## src/hw/rtl/mct_pkg.sv

```systemverilog
package mct_pkg;

	// Base codes as they arrive on the input channel
	localparam logic [1:0] BASE_A = 2'd0;
	localparam logic [1:0] BASE_U = 2'd1;
	localparam logic [1:0] BASE_G = 2'd2;
	localparam logic [1:0] BASE_C = 2'd3;

	// ASCII letters with a meaning of their own
	localparam logic [6:0] CHAR_MET  = 7'h4D;
	localparam logic [6:0] CHAR_STOP = 7'h2A;

	// Standard genetic code, one ASCII byte per codon,
	// codon index = first*16 + second*4 + third, entry 0 in the top byte
	localparam logic [511:0] ACID_ROM = {
		"KNKNIIMIRSRSTTTT",
		"*Y*YLFLF*CWCSSSS",
		"EDEDVVVVGGGGAAAA",
		"QHQHLLLLRRRRPPPP"
	};

	typedef enum logic [1:0] {
		PH_IDLE   = 2'd0,
		PH_SEARCH = 2'd1,
		PH_TRANS  = 2'd2,
		PH_STOP   = 2'd3
	} phase_t;

	// Per-strand state carried from one base to the next
	typedef struct packed {
		phase_t      phase;
		logic [3:0]  held_bases;
		logic [1:0]  bases_held_count;
		logic        strand_override;
	} strand_t;

	// One result item
	typedef struct packed {
		logic        acid_valid;
		logic [6:0]  amino_letter;
		logic        strand_done;
		logic        no_start_found;
		logic        incomplete_codon;
	} result_t;

	// Look up the amino acid letter of a codon
	function automatic logic [6:0] acid_lookup(input logic [5:0] codon);
		logic [7:0] ch;
		ch = ACID_ROM[{~codon, 3'b000} +: 8];
		return ch[6:0];
	endfunction

endpackage

```

## src/hw/rtl/mct_step.sv

```systemverilog
module mct_step (
	input  mct_pkg::strand_t  cur,
	input  logic [1:0]        base,
	input  logic              strand_end,
	input  logic              override_mode,
	output mct_pkg::strand_t  nxt,
	output mct_pkg::result_t  res,
	output logic              has_result
);

	mct_pkg::phase_t ph;
	logic [3:0]      held;
	logic [1:0]      cnt;
	logic            ovr;
	logic            acid_valid;
	logic [6:0]      letter;

	// Next strand state and result for one base
	always_comb begin
		ph         = cur.phase;
		held       = cur.held_bases;
		cnt        = cur.bases_held_count;
		ovr        = cur.strand_override;
		acid_valid = 1'b0;
		letter     = '0;

		// First base of a strand: latch the mode and open the strand
		if (ph == mct_pkg::PH_IDLE) begin
			ovr  = override_mode;
			ph   = override_mode ? mct_pkg::PH_TRANS : mct_pkg::PH_SEARCH;
			held = '0;
			cnt  = '0;
		end

		unique case (ph)
			mct_pkg::PH_SEARCH: begin
				// A then U held, G arriving: start codon
				if (cnt == 2'd2 && held == {mct_pkg::BASE_A, mct_pkg::BASE_U}
						&& base == mct_pkg::BASE_G) begin
					acid_valid = 1'b1;
					letter     = mct_pkg::CHAR_MET;
					ph         = mct_pkg::PH_TRANS;
					held       = '0;
					cnt        = '0;
				end else begin
					held = {held[1:0], base};
					if (cnt != 2'd2) begin
						cnt = cnt + 2'd1;
					end
				end
			end
			mct_pkg::PH_TRANS: begin
				if (cnt[1]) begin
					acid_valid = 1'b1;
					letter     = mct_pkg::acid_lookup({held, base});
					held       = '0;
					cnt        = '0;
					if (letter == mct_pkg::CHAR_STOP && !ovr) begin
						ph = mct_pkg::PH_STOP;
					end
				end else begin
					held = {held[1:0], base};
					cnt  = cnt + 2'd1;
				end
			end
			default: begin
				// stopped: drop the base
			end
		endcase

		res.acid_valid       = acid_valid;
		res.amino_letter     = letter;
		res.strand_done      = strand_end;
		res.no_start_found   = strand_end && (ph == mct_pkg::PH_SEARCH);
		res.incomplete_codon = strand_end && (ph == mct_pkg::PH_TRANS) && (cnt != 2'd0);
		has_result           = acid_valid || strand_end;

		// Strand end returns to idle
		if (strand_end) begin
			nxt.phase            = mct_pkg::PH_IDLE;
			nxt.held_bases       = '0;
			nxt.bases_held_count = '0;
			nxt.strand_override  = 1'b0;
		end else begin
			nxt.phase            = ph;
			nxt.held_bases       = held;
			nxt.bases_held_count = cnt;
			nxt.strand_override  = ovr;
		end
	end

endmodule

```

## src/hw/rtl/mrna_codon_translator_core.sv

```systemverilog
// Channel  | Direction | Handshake            | Payload
// input    | in        | in_valid / in_stall  | base, strand_end
// result   | out       | out_valid / out_stall| acid_valid, amino_letter, strand_done,
//          |           |                      | no_start_found, incomplete_codon
// config   | in        | cfg_wr_en            | cfg_wr_data (override_mode)
//
// One base per cycle sustained while no held result stalls the input.
// A base sits in the input register, then the codon step logic updates the
// strand state and loads the result register in the same cycle.
// Reset clears the strand state, the mode register and both valid flags.
// A held result stalls only bases that produce a result; others pass on.
module mrna_codon_translator_core (
	input  logic       clk,
	input  logic       arst_n,
	input  logic       cfg_wr_en,
	input  logic       cfg_wr_data,
	input  logic       in_valid,
	output logic       in_stall,
	input  logic [1:0] base,
	input  logic       strand_end,
	output logic       out_valid,
	input  logic       out_stall,
	output logic       acid_valid,
	output logic [6:0] amino_letter,
	output logic       strand_done,
	output logic       no_start_found,
	output logic       incomplete_codon
);

	logic              override_q;
	logic              valid_s1;
	logic [1:0]        base_s1;
	logic              end_s1;
	mct_pkg::strand_t  strand_q;
	mct_pkg::strand_t  strand_nxt;
	mct_pkg::result_t  res_nxt;
	mct_pkg::result_t  res_q;
	logic              has_result;
	logic              out_valid_q;
	logic              advance;
	logic              accept;

	// Write the mode register
	always_ff @(posedge clk or negedge arst_n) begin
		if (!arst_n) begin
			override_q <= 1'b0;
		end else if (cfg_wr_en) begin
			override_q <= cfg_wr_data;
		end
	end

	// Advance the staged base when the result slot is free or not needed
	assign advance  = valid_s1 && (!has_result || !out_valid_q || !out_stall);
	assign in_stall = valid_s1 && !advance;
	assign accept   = in_valid && !in_stall;

	// Input register
	always_ff @(posedge clk or negedge arst_n) begin
		if (!arst_n) begin
			valid_s1 <= 1'b0;
		end else if (accept) begin
			valid_s1 <= 1'b1;
		end else if (advance) begin
			valid_s1 <= 1'b0;
		end
	end

	always_ff @(posedge clk) begin
		if (accept) begin
			base_s1 <= base;
			end_s1  <= strand_end;
		end
	end

	mct_step u_step (
		.cur           (strand_q),
		.base          (base_s1),
		.strand_end    (end_s1),
		.override_mode (override_q),
		.nxt           (strand_nxt),
		.res           (res_nxt),
		.has_result    (has_result)
	);

	// Strand state register
	always_ff @(posedge clk or negedge arst_n) begin
		if (!arst_n) begin
			strand_q <= '{phase: mct_pkg::PH_IDLE, held_bases: '0,
				bases_held_count: '0, strand_override: 1'b0};
		end else if (advance) begin
			strand_q <= strand_nxt;
		end
	end

	// Result register: load a new item, drop a taken one
	always_ff @(posedge clk or negedge arst_n) begin
		if (!arst_n) begin
			out_valid_q <= 1'b0;
		end else if (advance && has_result) begin
			out_valid_q <= 1'b1;
		end else if (!out_stall) begin
			out_valid_q <= 1'b0;
		end
	end

	always_ff @(posedge clk) begin
		if (advance && has_result) begin
			res_q <= res_nxt;
		end
	end

	assign out_valid        = out_valid_q;
	assign acid_valid       = res_q.acid_valid;
	assign amino_letter     = res_q.amino_letter;
	assign strand_done      = res_q.strand_done;
	assign no_start_found   = res_q.no_start_found;
	assign incomplete_codon = res_q.incomplete_codon;

endmodule

```

## config.mk

```make
export PLATFORM = sky130hd
export DESIGN_NAME = mrna_codon_translator_core
export DESIGN_NICKNAME = d
export VERILOG_FILES = /design/src/hw/rtl/mct_pkg.sv /design/src/hw/rtl/mct_step.sv /design/src/hw/rtl/mrna_codon_translator_core.sv
export SDC_FILE = /design/constraint.sdc
export NUM_CORES = 1
export LEC_CHECK = 0
export ABC_AREA = 1
export BUFFER_PORTS_ARGS = -buffer_cell sky130_fd_sc_hd__buf_2
export CELL_PAD_IN_SITES_DETAIL_PLACEMENT = 0
export CELL_PAD_IN_SITES_GLOBAL_PLACEMENT = 1
export CORE_UTILIZATION = 38
export CTS_CLUSTER_DIAMETER = 80
export CTS_CLUSTER_SIZE = 10
export DETAILED_ROUTE_END_ITERATION = 16
export GPL_ROUTABILITY_DRIVEN = 0
export PLACE_DENSITY = 0.83
export RECOVER_POWER = 25
export SLEW_MARGIN = 15
export SYNTH_ARGS = -nofsm -noshare
export SYNTH_HDL_FRONTEND = slang
export SYNTH_SLANG_ARGS = --single-unit
```

## constraint.sdc

```tcl
create_clock -name clk -period 2.3 [get_ports clk]
set_input_delay 0.23 -clock clk [delete_from_list [all_inputs] [get_ports clk]]
set_output_delay 0.23 -clock clk [all_outputs]
set_load 0.05 [all_outputs]
```

; After elaboration in Yosys (flattened, before gate mapping)
; Index checks and enable logic that the tools add are counted.
[word_totals]
ff_bits = 26
latchBits = 0
ram_bits = 0
mem_bits_ro = 0
in_bits = 9
output_inout_bits = 13
n_memories = 0
[classes]
n_addsub = 1
n_mul = 0
div_mod_pow = 0
order_cmp = 0
eq_ne = 10
shift = 1
muxes = 27
bitwise = 1
reduce_logical = 22
[op_table]
columns = cell, n
row1 = $shiftx A512 B10 Y7 const A, 1
row2 = $mux W2, 9
row3 = $mux W7, 2
row4 = $pmux W7 S2, 1
row5 = $mux W4, 3
row6 = $logic_and A1 B1 Y1, 10
row7 = $mux W9, 1
row8 = $eq A2 B2 Y1 const B, 4
row9 = $pmux W2 S2, 2
row10 = $pmux W4 S2, 1
row11 = $eq A7 B6 Y1 const B, 1
row12 = $mux W1, 7
row13 = $logic_not A1 Y1, 6
row14 = $not A6 Y6, 1
row15 = $eq A2 B1 Y1 const B, 2
row16 = $eq A4 B1 Y1 const B, 1
row17 = $reduce_bool A2 Y1, 2
row18 = $logic_or A1 B1 Y1, 3
row19 = $add A2 B1 Y2 const B, 1
row20 = $logic_not A2 Y1, 1
row21 = $ne A2 B1 Y1 const B, 1
row22 = $ne A2 B2 Y1 const B, 1
row23 = $pmux W1 S2, 1

; Logic depth before layout (Yosys ltp)
[depth]
depth_word = 17
mapped_depth = 14
mapped_depth_nobuf = 13

; Modules after synthesis
; A second synthesis with hierarchy kept.
[hier_totals]
cells_unflattened = 219
hier_area_um2 = 1691.6
[by_module_without_submodules]
columns = mod, instances, cells_each, area_per_inst_um2, seq_area_each_um2
row1 = mrna_codon_translator_core, 1, 69, 925.9, 720.7
row2 = mct_step, 1, 150, 765.7, 0.0

; Least setup slack after synthesis
; No wires, ideal clock.
[synth_path]
kind = register -> register
startpoint = register strand_q[8] (netlist bit)
endpoint = register res_q (netlist bit acid_valid), enable pin
setup_ns = 0.339
arrival_time_ns = 1.919
required_time_ns = 1.961
path_slack_ns = 0.042
path_stages_with_launch = 14
n_path_buf = 1
path_cell_list = dfrtp_1 > nor2_4 > nor2_2 > ha_1 > nand3_1 > nor2_2 > nand3_4 > nand3_4 > nand2_4 > nand2_4 > buf_8 > inv_4 > nand2_2 > inv_1
[synth_via]
elab_chain_cells = 13
elab_cells_between_ends = 19
classes_between = eq/ne: 4 / mux: 6 / reduce/logical: 9
[synth_lines]
columns = element, line
row1 = start: declaration, mrna_codon_translator_core.sv:34  ; mct_pkg::strand_t strand_q;
row2 = start signal: assignment, mrna_codon_translator_core.sv:88  ; strand_q <= '{phase: mct_pkg::PH_IDLE, held_bases: '0,
row3 = start signal: assignment, mrna_codon_translator_core.sv:91  ; strand_q <= strand_nxt;
row4 = $logic_not A2 Y1, mct_step.sv:28  ; if (ph == mct_pkg::PH_IDLE) begin
row5 = $mux W4 or $mux W2 (tied branches), mct_step.sv:28
row6 = $eq A4 B1 Y1 or $eq A2 B2 Y1 (tied branches), mct_step.sv:38  ; if (cnt == 2'd2 && held == {mct_pkg::BASE_A, mct_pkg::BASE_U}
row7 = $logic_and A1 B1 Y1, mct_step.sv:38
row8 = $logic_and A1 B1 Y1, mct_step.sv:39  ; && base == mct_pkg::BASE_G) begin
row9 = $mux W1, mct_step.sv:38
row10 = $pmux W1 S2 *, mct_step.sv:35  ; unique case (ph)
row11 = $logic_or A1 B1 Y1 *, mct_step.sv:76  ; has_result = acid_valid || strand_end;
row12 = $logic_not A1 Y1, mrna_codon_translator_core.sv:53  ; assign advance = valid_s1 && (!has_result || !out_valid_q || !out_stall);
row13 = $logic_or A1 B1 Y1 (2 in a row), mrna_codon_translator_core.sv:53
row14 = $logic_and A1 B1 Y1, mrna_codon_translator_core.sv:53
row15 = $logic_and A1 B1 Y1 *, mrna_codon_translator_core.sv:107  ; if (advance && has_result) begin
row16 = end signal: assignment, mrna_codon_translator_core.sv:108  ; res_q <= res_nxt;
row17 = end: declaration, mrna_codon_translator_core.sv:37  ; mct_pkg::result_t res_q;
; Every way passes the cells marked *; elsewhere a longest branch is shown, timed or not.
; A chain may end at the register's enable or synchronous reset.

; Final worst setup path
[layout_path]
startpoint = register strand_q[7] (netlist bit)
endpoint = output port in_stall
[layout_via]
elab_chain_cells = 14
elab_cells_between_ends = 20
classes_between = eq/ne: 4 / mux: 6 / reduce/logical: 10
[layout_lines]
columns = element, line
row1 = $logic_not A2 Y1, mct_step.sv:28
row2 = $mux W4 or $mux W2 (tied branches), mct_step.sv:28
row3 = $eq A4 B1 Y1 or $eq A2 B2 Y1 (tied branches), mct_step.sv:38
row4 = $logic_and A1 B1 Y1, mct_step.sv:38
row5 = $logic_and A1 B1 Y1, mct_step.sv:39
row6 = $mux W1, mct_step.sv:38
row7 = $pmux W1 S2 *, mct_step.sv:35
row8 = $logic_or A1 B1 Y1 *, mct_step.sv:76
row9 = $logic_not A1 Y1 *, mrna_codon_translator_core.sv:53
row10 = $logic_or A1 B1 Y1 * (2 in a row), mrna_codon_translator_core.sv:53
row11 = $logic_and A1 B1 Y1 *, mrna_codon_translator_core.sv:53
row12 = $logic_not A1 Y1 *, mrna_codon_translator_core.sv:54  ; assign in_stall = valid_s1 && !advance;
row13 = $logic_and A1 B1 Y1 *, mrna_codon_translator_core.sv:54
row14 = end: declaration, mrna_codon_translator_core.sv:18  ; output logic in_stall,
; Marked as above.

==> impl_results.md <==
- Simple-gate share of the synthesized area: 0.334
- Die Wd: 66.7 µm
- PortBufs: 21
- Fraction of layout cells with a size suffix above 1: 0.288
- Area share of the largest cell type after synthesis: 0.264
- Drt wl/cell: around 12 µm
- Number of diodes: 0
- Final total negative setup slack: 0 ns
- Async set-reset flop share out of synthesis: 0.462
- Area grow syn2layout: 19.5%
- XOR/XNOR share of the synthesized area: 0
- Slew Viols, Final: 0
- Row count: 23
- Antenna-violating nets left: 0
- Final setup viols: 0
- Drt first-iter violations: 94
- TritonCTS clock tree: yes
- Maximum number of pins on one net before global-route repair: 15
- DRC errors left: 0
- Critical Path RT: 2.07 ns
- Netlist cell types: 27
- Worst-path clk slew: about 0.080 ns
- First-pass GRT wire length: 5.33 mm
- Final Power: 0.00137 W
- Clock Sinks: 26
- Total routed wirelength: 3.37 mm
- Clock skew: ~0.0027 ns
- Crit path launch type: flop
- CORE AREA: 4000 µm²
- Syn Inst Count: between 150 and 200
- Die Y: 66.7 µm
- Rel. slew slack: 0.544
- Worst path arrival time: 1.97 ns
- Synthesized Nets: 205
- Final hold viol count: 0
- Leak pwr: 0.910 nW
- Period utilization: 0.957
- Crit path max fanout: 5
- Area contributors post-synth: edfxtp_1, dfrtp_1, nand2_1
- Pre-antenna DRT Iters: 4
- Worst slack, placed: 0.122 ns
- Primary FF master, synth: edfxtp_1
- Seq/Total Area, Yosys: 0.452
- Clk_lat worst skew: 0.27 ns
- Commonest non-fill, non-tap cell in the layout: nand2_1
- Max Clock Freq: 0.454 GHz
- Clock buffer depth: 2
- Pwr Density: 719 nW/µm²
- Outcome: completed
- Synth Warn #: 0
- Num CTS Buffers: 3
- I/O pin count: 22
- WHS: 0.131 ns
- H-tree depth: 1
- Capturing element type of the critical path: output pin
- Total Routing Usage GR: 0.163
- Post-DP HPWL: 2.61 mm
- Clk root buf: clkbuf_8
- Mux cell area share after synthesis: 0
- Least-Margin Pin Slew: 0.684 ns
- Nets: 239
- Post-Synth Adder-Cell Area: 0.0236
- Hold Path Class: input pin to flop
- Minimum clock period: between 2 and 2.5 ns
- Worst vdd ir: just under 0.0005 V
- Largest family of logic cells by synthesized area: simple AND/OR/NAND/NOR gates
- Vias in the first global route: 1163
- Mean Syn Cell Area: roughly 8.3 µm²
- Vias: between 1000 and 1500
- Critical path class: flop to output pin
- Max Cap Viol: 0
- Post-synth EDFFs: 14
- Initial Util: 0.398
- Seq cells post-synth: 26
- Grt total ovfl: 0
- Post-synthesis compound-gate area fraction: 0.108
- Initial antenna violation count: 0
- Post-DR vias/cell: roughly 4.6
- Yosys top cell by area: edfxtp_1
- Post-synthesis instance area: 1590 µm²
- Most frequent cells in the layout: nand2_1, inv_1, buf_2
- Setup ws final: just under 0.1 ns
- Die area: 4450 µm²
[final timing paths]
path | from | endpoint | slack, ns | cells after the start
max in group asynchronous | arst_n | strand_q[7]$_DFFE_PN0P_ | 1.31 | 2
min | strand_end | end_s1$_DFFE_PP_ | 0.13 | 1
min in group asynchronous | arst_n | strand_q[0]$_DFFE_PN0P_ | 0.51 | 2
min reg2reg | strand_q[4]$_DFFE_PN0P_ | strand_q[4]$_DFFE_PN0P_ | 0.49 | 2
max | strand_q[7]$_DFFE_PN0P_ | in_stall | 0.1 | 13
max reg2reg | strand_q[7]$_DFFE_PN0P_ | amino_letter[4]$_DFFE_PP_ | 0.21 | 12
[power breakdown]
group	switching (W)	leakage, nW	internal [W]	total [W]
clock network	0.000135	0.0231	0.000119	0.000254
registers	0.0000402	0.290	0.000550	0.000590
logic	0.000354	0.597	0.000170	0.000524
[cell families after synthesis]
logic type	Yosys count
and+or+nand+nor	104
buffers and inverters	31
AOI/OAI and AO/OA	29
DFF	26
adders and majority gates	3
[critical path: stages (launching register included)]
cell     delay, ns
dfrtp_2       0.46
nor2_4        0.16
nor2_2        0.07
inv_2         0.08
ha_4          0.12
nand3_2       0.09
nor2_4        0.14
nand3_4       0.11
nand3_4       0.09
nand2_4       0.06
inv_1         0.06
nand2_2       0.06
inv_2         0.06
buf_8         0.13
[sequential cells by signal (all words and copies together) (netlist names)]
signal and flops:
amino_letter 7, strand_done 1, override_q 1, base_s1 2, strand_q 9, out_valid 1, no_start_found 1, acid_valid 1
incomplete_codon 1, end_s1 1, valid_s1 1
[what timing repair did]
| item | CTS | global route |
|---|---|---|
| endpoints found under the hold margin | 12 | 0 |
| hold buffers | 1 | 0 |
| setup endpoints to repair | 1 | 12 |
| gates resized for setup | 2 | 11 |
| setup buffers | 0 | 4 |
| pin swaps | 1 | 5 |
[stage by stage]
| step | utilization | std cells | cell area [µm²] |
|---|---|---|---|
| after global placement | 0.444 | 267 | 1780 |
| after CTS | 0.459 | 272 | 1830 |
| after floorplan | - | 193 | 1590 |
| after global routing | 0.476 | 276 | 1900 |
| final | 0.476 | 276 | 1900 |
| after detailed placement | 0.444 | 267 | 1780 |
[synthesized netlist by cell type, types with 2 or more instances]
cell,instances
o21ai_1,4
nand2_1,57
nor2_1,17
nor3_1,2
nand2_4,3
ha_1,3
nand2_2,4
edfxtp_1,14
inv_1,24
o211ai_1,3
inv_2,5
nand3_1,6
nor2_2,4
nand3_4,3
nor2_4,5
o21ai_0,10
a21oi_1,8
dfrtp_1,12
[routing by layer]
layer | GRT usage | share of wire | up-vias | routed length (µm)
met5 | 0 | 0 | - | 0
met4 | 0.0399 | 0.0077 | 0 | 26
met1 | 0.225 | 0.48 | 569 | 1620
met2 | 0.258 | 0.47 | 33 | 1590
met3 | 0.0360 | 0.038 | 2 | 129
li1 | - | - | 678 | -
[cell type report]
type                       instances  area [µm²]
clock inverter                     1        3.75
clock buffer                       3        41.3
fill                             401        2100
timing repair buffer              30         184
multi-input combinational        136         774
inverter                          30         115
sequential                        26         722
tap                               50        62.6
No activity file was read; power rests on OpenSTA's default activity.
